==> src/sv/tic_pkg.sv <==
// shared types and constants for the timer interrupt controller
// no dependencies; used by tic_core, the top level, both checkers and the testbench

package tic_pkg;

   // item kinds carried on the request tuser
   typedef enum logic [1:0] {
      MODE_TICK  = 2'd0,
      MODE_READ  = 2'd1,
      MODE_WRITE = 2'd2
   } mode_type;

   localparam int NUM_VECTORS_DEF = 32;
   localparam int VEC_W           = 5;
   localparam int DATA_W          = 32;
   localparam int FLAGS_W         = 8;

   // register windows, 256 bytes each
   localparam logic [31:0] TMR_BASE = 32'h1000_0000;
   localparam logic [31:0] CTL_BASE = 32'h1000_0F00;
   localparam logic [23:0] TMR_PAGE = TMR_BASE[31:8];
   localparam logic [23:0] CTL_PAGE = CTL_BASE[31:8];

   // timer window offsets
   localparam logic [7:0] TMR_CTRL_OFF   = 8'h00;
   localparam logic [7:0] TMR_PERIOD_OFF = 8'h04;
   localparam logic [7:0] TMR_COUNT_OFF  = 8'h08;
   localparam logic [7:0] TMR_STATUS_OFF = 8'h0C;

   // controller window offsets
   localparam logic [7:0] CTL_MASK_OFF    = 8'h00;
   localparam logic [7:0] CTL_PENDING_OFF = 8'h04;
   localparam logic [7:0] CTL_EOI_OFF     = 8'h08;

   // one result beat, read_data in the low bits
   typedef struct packed {
      logic [VEC_W-1:0]  irq_vector;
      logic              irq_valid;
      logic [DATA_W-1:0] read_data;
   } rsp_type;

endpackage

==> src/sv/tic_core.sv <==
// timer and interrupt controller state with its single-pass update logic
// depends on tic_pkg

module tic_core #(
   parameter int NUM_VECTORS = tic_pkg::NUM_VECTORS_DEF
) (
   input  logic                    clock,
   input  logic                    reset,
   input  logic                    step,
   input  logic [1:0]              mode,
   input  logic [31:0]             addr,
   input  logic [31:0]             wdata,
   output tic_pkg::rsp_type        rsp
);

   localparam logic [31:0] VEC_MASK = 32'((64'd1 << NUM_VECTORS) - 64'd1);
   localparam logic [7:0]  VEC_LIMIT = 8'(NUM_VECTORS);

   logic                              timer_on_ff,     timer_on_in;
   logic                              timer_irq_on_ff, timer_irq_on_in;
   logic [tic_pkg::DATA_W-1:0]        timer_reload_ff, timer_reload_in;
   logic [tic_pkg::DATA_W-1:0]        timer_value_ff,  timer_value_in;
   logic [tic_pkg::FLAGS_W-1:0]       timer_flags_ff,  timer_flags_in;
   logic [31:0]                       irq_mask_ff,     irq_mask_in;
   logic [31:0]                       irq_pending_ff,  irq_pending_in;

   always_ff @(posedge clock) begin
      if (reset) begin
         timer_on_ff     <= 1'b0;
         timer_irq_on_ff <= 1'b0;
         timer_reload_ff <= '0;
         timer_value_ff  <= '0;
         timer_flags_ff  <= '0;
         irq_mask_ff     <= '0;
         irq_pending_ff  <= '0;
      end else if (step) begin
         timer_on_ff     <= timer_on_in;
         timer_irq_on_ff <= timer_irq_on_in;
         timer_reload_ff <= timer_reload_in;
         timer_value_ff  <= timer_value_in;
         timer_flags_ff  <= timer_flags_in;
         irq_mask_ff     <= irq_mask_in;
         irq_pending_ff  <= irq_pending_in;
      end
   end

   always_comb begin
      logic                  in_tmr;
      logic                  in_ctl;
      logic [7:0]            off;
      logic [7:0]            eoi_vec;
      logic [31:0]           live;
      logic [31:0]           rd;
      logic [tic_pkg::VEC_W-1:0] vec;

      timer_on_in     = timer_on_ff;
      timer_irq_on_in = timer_irq_on_ff;
      timer_reload_in = timer_reload_ff;
      timer_value_in  = timer_value_ff;
      timer_flags_in  = timer_flags_ff;
      irq_mask_in     = irq_mask_ff;
      irq_pending_in  = irq_pending_ff;

      in_tmr  = (addr[31:8] == tic_pkg::TMR_PAGE);
      in_ctl  = (addr[31:8] == tic_pkg::CTL_PAGE);
      off     = addr[7:0];
      eoi_vec = wdata[7:0];
      rd      = '0;

      case (mode)
         tic_pkg::MODE_TICK: begin
            if (timer_on_ff && (timer_reload_ff != '0)) begin
               if (timer_value_ff == '0) begin
                  // period elapsed: flag, raise vector 0 if the timer interrupt is on, reload
                  timer_flags_in = 8'd1;
                  if (timer_irq_on_ff) begin
                     irq_pending_in = irq_pending_ff | 32'd1;
                  end
                  timer_value_in = timer_reload_ff;
               end else begin
                  timer_value_in = timer_value_ff - 32'd1;
               end
            end
         end
         tic_pkg::MODE_READ: begin
            if (in_tmr) begin
               case (off)
                  tic_pkg::TMR_CTRL_OFF:   rd = {30'd0, timer_irq_on_ff, timer_on_ff};
                  tic_pkg::TMR_PERIOD_OFF: rd = timer_reload_ff;
                  tic_pkg::TMR_COUNT_OFF:  rd = timer_value_ff;
                  tic_pkg::TMR_STATUS_OFF: rd = {24'd0, timer_flags_ff};
                  default:                 rd = '0;
               endcase
            end else if (in_ctl) begin
               case (off)
                  tic_pkg::CTL_MASK_OFF:    rd = irq_mask_ff;
                  tic_pkg::CTL_PENDING_OFF: rd = irq_pending_ff;
                  default:                  rd = '0;
               endcase
            end
         end
         tic_pkg::MODE_WRITE: begin
            if (in_tmr) begin
               case (off)
                  tic_pkg::TMR_CTRL_OFF: begin
                     timer_on_in     = wdata[0];
                     timer_irq_on_in = wdata[1];
                  end
                  tic_pkg::TMR_PERIOD_OFF: timer_reload_in = wdata;
                  tic_pkg::TMR_COUNT_OFF:  timer_value_in  = wdata;
                  tic_pkg::TMR_STATUS_OFF: timer_flags_in  = wdata[7:0];
                  default: ;
               endcase
            end else if (in_ctl) begin
               case (off)
                  tic_pkg::CTL_MASK_OFF:    irq_mask_in    = wdata;
                  tic_pkg::CTL_PENDING_OFF: irq_pending_in = irq_pending_ff & ~wdata;
                  tic_pkg::CTL_EOI_OFF: begin
                     if (eoi_vec < VEC_LIMIT) begin
                        irq_pending_in = irq_pending_ff & ~(32'd1 << eoi_vec[4:0]);
                     end
                  end
                  default: ;
               endcase
            end
         end
         default: ;
      endcase

      // lowest pending unmasked vector, seen after this item
      live = irq_pending_in & ~irq_mask_in & VEC_MASK;
      vec  = '0;
      for (int i = 31; i >= 0; i--) begin
         if (live[i]) begin
            vec = tic_pkg::VEC_W'(i);
         end
      end

      rsp.read_data  = rd;
      rsp.irq_valid  = |live;
      rsp.irq_vector = vec;
   end

endmodule

==> src/sv/timer_interrupt_controller_top.sv <==
// top level of the timer interrupt controller: stream ports, input stage, result register
// depends on tic_pkg and tic_core
//
//   channel  | direction | ports                        | beat contents
//   ---------+-----------+------------------------------+------------------------------------
//   req      | in        | req_tvalid/tready/tdata/tuser| tuser: mode; tdata: addr, write_data
//   rsp      | out       | rsp_tvalid/tready/tdata      | read_data, irq_valid, irq_vector
//
// one request beat is taken every cycle while the result side keeps up
// a result beat is offered from the result register: the input stage holds the request
// beat while the single register update pass in tic_core works on it and loads the
// result register once that register is free
// the input stage and the result register each hold one beat, so a stalled
// result still lets one more request in; backpressure reaches req_tready from there
// reset clears every timer and controller register and empties both stages

module timer_interrupt_controller_top #(
   parameter int NUM_VECTORS = tic_pkg::NUM_VECTORS_DEF
) (
   input  logic        clock,
   input  logic        reset,
   // request channel
   input  logic        req_tvalid,
   output logic        req_tready,
   input  logic [63:0] req_tdata,   // [31:0] addr, [63:32] write_data
   input  logic [1:0]  req_tuser,   // [1:0] mode
   // result channel
   output logic        rsp_tvalid,
   input  logic        rsp_tready,
   output logic [39:0] rsp_tdata    // [31:0] read_data, [32] irq_valid, [37:33] irq_vector
);

   // input stage
   logic        s1_valid_ff, s1_valid_in;
   logic [1:0]  s1_mode_ff,  s1_mode_in;
   logic [31:0] s1_addr_ff,  s1_addr_in;
   logic [31:0] s1_wdata_ff, s1_wdata_in;

   // result register
   logic             rsp_valid_ff, rsp_valid_in;
   tic_pkg::rsp_type rsp_data_ff,  rsp_data_in;

   tic_pkg::rsp_type core_rsp;
   logic             out_free;
   logic             s1_fire;
   logic             req_fire;

   // result slot frees when empty or being taken this cycle
   assign out_free   = !rsp_valid_ff || rsp_tready;
   assign s1_fire    = s1_valid_ff && out_free;
   assign req_tready = !s1_valid_ff || out_free;
   assign req_fire   = req_tvalid && req_tready;

   // state moves only when the held beat is committed to the result register
   tic_core #(
      .NUM_VECTORS (NUM_VECTORS)
   ) u_core (
      .clock (clock),
      .reset (reset),
      .step  (s1_fire),
      .mode  (s1_mode_ff),
      .addr  (s1_addr_ff),
      .wdata (s1_wdata_ff),
      .rsp   (core_rsp)
   );

   always_comb begin
      s1_valid_in = s1_valid_ff;
      s1_mode_in  = s1_mode_ff;
      s1_addr_in  = s1_addr_ff;
      s1_wdata_in = s1_wdata_ff;
      if (req_fire) begin
         s1_valid_in = 1'b1;
         s1_mode_in  = req_tuser;
         s1_addr_in  = req_tdata[31:0];
         s1_wdata_in = req_tdata[63:32];
      end else if (s1_fire) begin
         s1_valid_in = 1'b0;
      end

      rsp_valid_in = rsp_valid_ff;
      rsp_data_in  = rsp_data_ff;
      if (s1_fire) begin
         rsp_valid_in = 1'b1;
         rsp_data_in  = core_rsp;
      end else if (rsp_tready) begin
         rsp_valid_in = 1'b0;
      end
   end

   always_ff @(posedge clock) begin
      if (reset) begin
         s1_valid_ff  <= 1'b0;
         rsp_valid_ff <= 1'b0;
      end else begin
         s1_valid_ff  <= s1_valid_in;
         rsp_valid_ff <= rsp_valid_in;
      end
   end

   // payload needs no reset
   always_ff @(posedge clock) begin
      s1_mode_ff  <= s1_mode_in;
      s1_addr_ff  <= s1_addr_in;
      s1_wdata_ff <= s1_wdata_in;
      rsp_data_ff <= rsp_data_in;
   end

   assign rsp_tvalid = rsp_valid_ff;
   assign rsp_tdata  = {2'b00, rsp_data_ff};

endmodule

==> config.mk <==
export PLATFORM = sky130hd
export DESIGN_NAME = timer_interrupt_controller_top
export DESIGN_NICKNAME = d
export VERILOG_FILES = /design/src/sv/tic_pkg.sv /design/src/sv/tic_core.sv /design/src/sv/timer_interrupt_controller_top.sv
export SDC_FILE = /design/constraint.sdc
export NUM_CORES = 1
export LEC_CHECK = 0
export BUFFER_PORTS_ARGS = -buffer_cell sky130_fd_sc_hd__buf_4
export CORE_ASPECT_RATIO = 0.75
export CORE_MARGIN = 3
export CORE_UTILIZATION = 55
export DETAILED_ROUTE_END_ITERATION = 16
export PLACE_DENSITY_LB_ADDON = 0.3
export REMOVE_ABC_BUFFERS = 1
export SKIP_CTS_REPAIR_TIMING = 1
export SYNTH_ARGS = -nofsm -noshare
export SYNTH_HDL_FRONTEND = slang
export SYNTH_SLANG_ARGS = --single-unit
export TNS_END_PERCENT = 10
==> constraint.sdc <==
create_clock -name clock -period 3.2 [get_ports clock]
set_input_delay 0.64 -clock clock [delete_from_list [all_inputs] [get_ports clock]]
set_output_delay 0.64 -clock clock [all_outputs]
set_load 0.01 [all_outputs]
## Word-level counts from Yosys, hierarchy flattened

Cells that the tools add are included.

- Bits in registers: 244
- Output and inout bits: 42
- Bits of input ports: 70
- Word-level logic and storage cells: 124

- Eq/ne operators: 12
- Magnitude comparators: 1
- Add/subtract/negate cells: 1
- Bitwise gates (word level): 6
- Multiplexer cells: 61
- Reduce and logical (&&, ||, !) cells: 23
- Shift operators: 1

Operators by type and width:

| kind | number |
|---|---|
| 32-bit two-way mux | 13 |
| 32-bit case mux with 2 select lines | 4 |
| 32-bit case mux with 4 select lines | 1 |
| 32-bit AND | 3 |
| 32-bit NOT | 3 |
| 5-bit two-way mux | 16 |
| 24-bit by 21-bit equality test with 1-bit output (second input constant) | 2 |
| 32-bit zero test | 1 |
| 4-bit two-way mux | 8 |
| 8-bit two-way mux | 4 |
| 32-bit nonzero test | 1 |
| 32-bit OR reduction | 1 |
| 1-bit by 5-bit left shift with 32-bit output (first input constant) | 1 |
| 32-bit by 1-bit subtractor with 32-bit output (second input constant) | 1 |
| 8-bit by 4-bit equality test with 1-bit output (second input constant) | 2 |
| 8-bit case mux with 2 select lines | 1 |
| 16-bit OR reduction | 1 |
| 3-bit two-way mux | 4 |
| 8-bit by 3-bit equality test with 1-bit output (second input constant) | 1 |
| 8-bit zero test | 1 |
| 8-bit by 6-bit < comparator with 1-bit output (second input constant) | 1 |
| 1-bit two-way mux | 8 |
| 2-bit by 1-bit != test with 1-bit output (second input constant) | 4 |
| 4-bit AND reduction | 2 |
| 14 further kinds | 21 |

## Longest topological paths before layout

- Depth after elaboration: 40
- Gate-level depth with buffers: 12
- Depth with buffers taken out: 11

## Cells and area by module

A second synthesis with hierarchy kept.

- Cell total of the unflattened synthesis: 1390
- Area, all modules: 12473.2 µm²

Modules (own cells, without submodules):

| module | seq. area each (µm²) | area each (µm²) | cells an instance | instances |
|---|---|---|---|---|
| tic_core | 2762.6 | 9227.6 | 1273 | 1 |
| timer_interrupt_controller_top | 3163.0 | 3245.6 | 117 | 1 |

## Worst setup path before layout

OpenSTA, ideal clock, no wires.

- Path kind: input-to-reg
- From: input port rsp_tready
- To: register u_core.timer_reload_ff[2] in the netlist's numbering
- Setup slack: 0.231 ns
- Path buffers: 1
- Cell stages on the path: 8
- Data arrival time: 2.842 ns
- Required time: 3.072 ns
- Setup time: 0.128 ns
- Cell sequence: nor2b_1 -> nand2b_1 -> inv_1 -> and3_1 -> nand2_1 -> buf_1 -> mux2i_1 -> nor2_1

- Word-level cells in the longest chain between the ends: 3

RTL lines:

| item | RTL line | source |
|---|---|---|
| from (decl) | timer_interrupt_controller_top.sv:29 | `input logic rsp_tready,` |
| 1-bit logical OR | timer_interrupt_controller_top.sv:49 | `assign out_free = !rsp_valid_ff \|\| rsp_tready;` |
| 1-bit logical AND | timer_interrupt_controller_top.sv:50 | `assign s1_fire = s1_valid_ff && out_free;` |
| 4-bit AND reduction (no line) | n/a |  |
| to (signal assigned) | tic_core.sv:39 | `timer_reload_ff <= timer_reload_in;` |
| to (decl) | tic_core.sv:21 | `logic [tic_pkg::DATA_W-1:0] timer_reload_ff, timer_reload_in;` |

Every way passes these cells.
A chain may end at the register's enable or synchronous reset.

==> results.py <==
metrics = {
    "clock_network": {
        "cts_buffer_depth": 3,
        "cts_root_buffer": "clkbuf_16",
        "cts_buffers": 24,
        "clk_pin_slew_ps": 70,
        "cts_tree": "built",
        "clock_latency_ps": 540,
        "h-tree-depth": 1,
        "clkSinkCount": 244,
    },
    "critical_path": {
        "arrival_ps": 3390,
        "r2r-start": "u_core.timer_reload_ff[31]",
        "cp.required_ps": 3450,
        "slowest_stage": "nor4_1",
        "path_max_fanout": 4,
        "max_stage_delay_ps": 660,
        "endpoint_kind": "register",
        "crit_path_cell_trace": "nor4_1, nand4_1, o211a_1, nor3b_2, a31o_2, a21oi_1, nand4_1, nor2_1, nand2_1",
        "cpMostUsedCell": "nand4_1",
        "reg2reg_setup_slack_ps": 50,
        "critPathKind": "register to register",
        "ff2ff_path_depth": 9,
        "rr_endpoint": "rsp_tdata[32]",
        "start_kind": "register",
    },
    "placement": {
        "place_ws_ps": -64.5,
        "postPlaceCellArea_sq_um": 14100,
        "dp_hpwl_microns": 28500,
        "portBuffers": 109,
        "gp_congestion": 0.997,
    },
    "yosys": {
        "synth_edf_count": 104,
        "yosys_warnings": 0,
        "yosysMostFrequentCell": "nor2_1",
        "yosysUniqueCellTypes": 81,
        "synth_seq_area_share": 0.476,
        "synth_area_leaders": "edfxtp_1 (25%), dfxtp_1 (23%), nor2_1 (5.5%)",
        "ys_ff_latch": 244,
        "synth_top_area_frac": 0.251,
        "synth_ff_type": "dfxtp_1",
        "synth_area_sq_um": 12500,
        "async_flop_share": 0,
        "synthTopCellsByCount": "nor2_1 (184), nand2_1 (165), dfxtp_1 (140)",
        "yosys.area.top_type": "edfxtp_1",
        "syn_area_per_cell_sq_um": 9.13,
        "postSynthCellCount": 1364,
    },
    "drt": {
        "initialDrtViolationCount": 1474,
        "wl_per_cell_microns": 22.4,
        "vias_per_cell": 6.62,
        "drtAntennaViolNets": 0,
        "drtPass1Iterations": 6,
        "num_vias": 12100,
        "wirelength_microns": 40800,
        "drc": 0,
    },
    "timing": {
        "period_share": 0.983,
        "worst_pin_slew_ps": 1000,
        "hold_violations": 0,
        "whs_ps": 272,
        "grt_setup_unrepaired": "yes",
        "max_freq_mhz": 318,
        "setup_ws_ps": 54.4,
        "relSlewSlack": 0.331,
        "layout_min_cycle_time_ps": 3150,
        "fin_skew_ps": 25.8,
        "setup_viol": 0,
        "drv_slew": 0,
    },
    "grt": {
        "gr-total-overflow": 0,
        "antenna_found_initial": 0,
        "track_usage": 0.319,
        "grt_max_degree": 66,
        "grt_pass1_vias": 11100,
        "grt_pass1_wl_microns": 62300,
    },
    "final_layout": {
        "post-route-util": 0.686,
        "nNetsFinal": 1586,
        "antenna_cells": 0,
        "drive_gt1_frac": 0.215,
        "area_growth_pct": 22.2,
        "fin_area_sq_um": 15200,
    },
    "min_path": {
        "min_from": "req_tdata[33]",
        "hold_depth": 1,
        "hp-class": "input pin to register",
        "holdPathEnd": "s1_wdata_ff[1]",
    },
    "die": {
        "core_sq_um": 22200,
        "initial_utilization": 0.562,
        "rows": 47,
        "ios": 112,
        "dieArea_sq_um": 24500,
        "die_y_microns": 136,
        "die_w_microns": 180,
    },
    "power_and_ir_drop": {
        "powerDensity_nw_per_um2": 442,
        "peakVddDrop_v": 0.000472,
        "p_leak_nw": 5.73,
        "power_mw": 6.73,
    },
    "job": {
        "cap_violations": 0,
    },
    "status": {
        "outcome": "finished clean",
    },
}
==> how the worst max path moves through the flow <==
| stage | from | end | slack [ps] | depth (start not counted) |
|---|---|---|---|---|
| after floorplan | s1_addr_ff[2] | u_core.timer_value_ff[10] | -2590 | 7 |
| after global placement | s1_addr_ff[2] | rsp_tdata[35] | -90 | 11 |
| after detailed placement | s1_addr_ff[2] | rsp_tdata[35] | -60 | 11 |
| after CTS | s1_addr_ff[2] | rsp_tdata[35] | -120 | 11 |
| after global routing | s1_addr_ff[0] | rsp_tdata[34] | -30 | 12 |
| final | u_core.timer_reload_ff[31] | rsp_tdata[32] | 50 | 9 |
==> cell type report <==
cell class / count / area, sq um
multi-input cells: 997 / 6180
clock buffers: 32 / 641
well taps: 294 / 368
inverters: 15 / 56.3
repair buffers: 233 / 1870
fillers: 1801 / 6950
flip-flops and latches: 244 / 5930
clock inverters: 12 / 176
==> where the power goes <==
part           switching, mW  total, mW  internal [mW]
registers             0.0706       3.39           3.32
logic                  0.212      0.370          0.158
clock network           1.23       2.97           1.74
==> kinds of logic (layout without fill, tap and decap cells) <==
kind of cell | after synthesis | in the layout | share of synthesized area
AOI/OAI and AO/OA | 386 | 386 | 0.213
adders and majority gates | 1 | 1 | 0.00100
and+or+nand+nor | 538 | 538 | 0.209
buffers and inverters | 124 | 292 | 0.0431
DFF | 244 | 244 | 0.476
muxes | 52 | 52 | 0.0445
other | 1 | 2 | 0.000301
xor gates and xnor gates | 18 | 18 | 0.0127
==> cell usage in the layout, fill, tap and decap left out, types with 29 or more instances in the layout <==
cell type and count:
a22oi_1 68, a31oi_1 29, dfxtp_1 140, nor2_1 182, o21ai_0 44, a21oi_1 82, and3_1 31, nand2_1 164
o22a_1 30, mux2i_1 42, buf_4 220, edfxtp_1 104
==> worst max-delay path: cells and delay by family (launching register included) <==
kind,cells,cell delay [ps]
AO/OA/AOI/OAI,3,910
AND/OR/NAND/NOR,6,1580
flip-flops,1,370
==> through the flow <==
| step | TNS, ps | instances |
|---|---|---|
| 3_3_place_gp | -89.1 | 1769 |
| 4_1_cts | -312 | 1813 |
| 2_1_floorplan | -173510 | 1256 |
| 5_1_grt | -59.0 | 1827 |
| 3_5_place_dp | -154 | 1769 |
| 6_report | 0 | 1827 |
==> flip-flops by register name, summed over array words and instances, names as in the netlist <==
register                count
s1_wdata_ff                32
u_core.timer_irq_on_ff      1
u_core.irq_pending_ff      32
u_core.timer_value_ff      32
s1_mode_ff                  2
u_core.irq_mask_ff         32
u_core.timer_reload_ff     32
u_core.timer_on_ff          1
u_core.timer_flags_ff       8
rsp_tvalid                  1
s1_addr_ff                 32
rsp_tdata                  38
s1_valid_ff                 1
==> per-layer routing <==
layer  global-route usage  wire length (microns)  vias up
met2                0.473                  17300      807
met3               0.0717                   5050       85
met1                0.468                  17400     5824
met4               0.0915                   1180        0
li1                     -                      -     5384
met5                    0                      0        -
No activity file was read; power rests on OpenSTA's default activity.
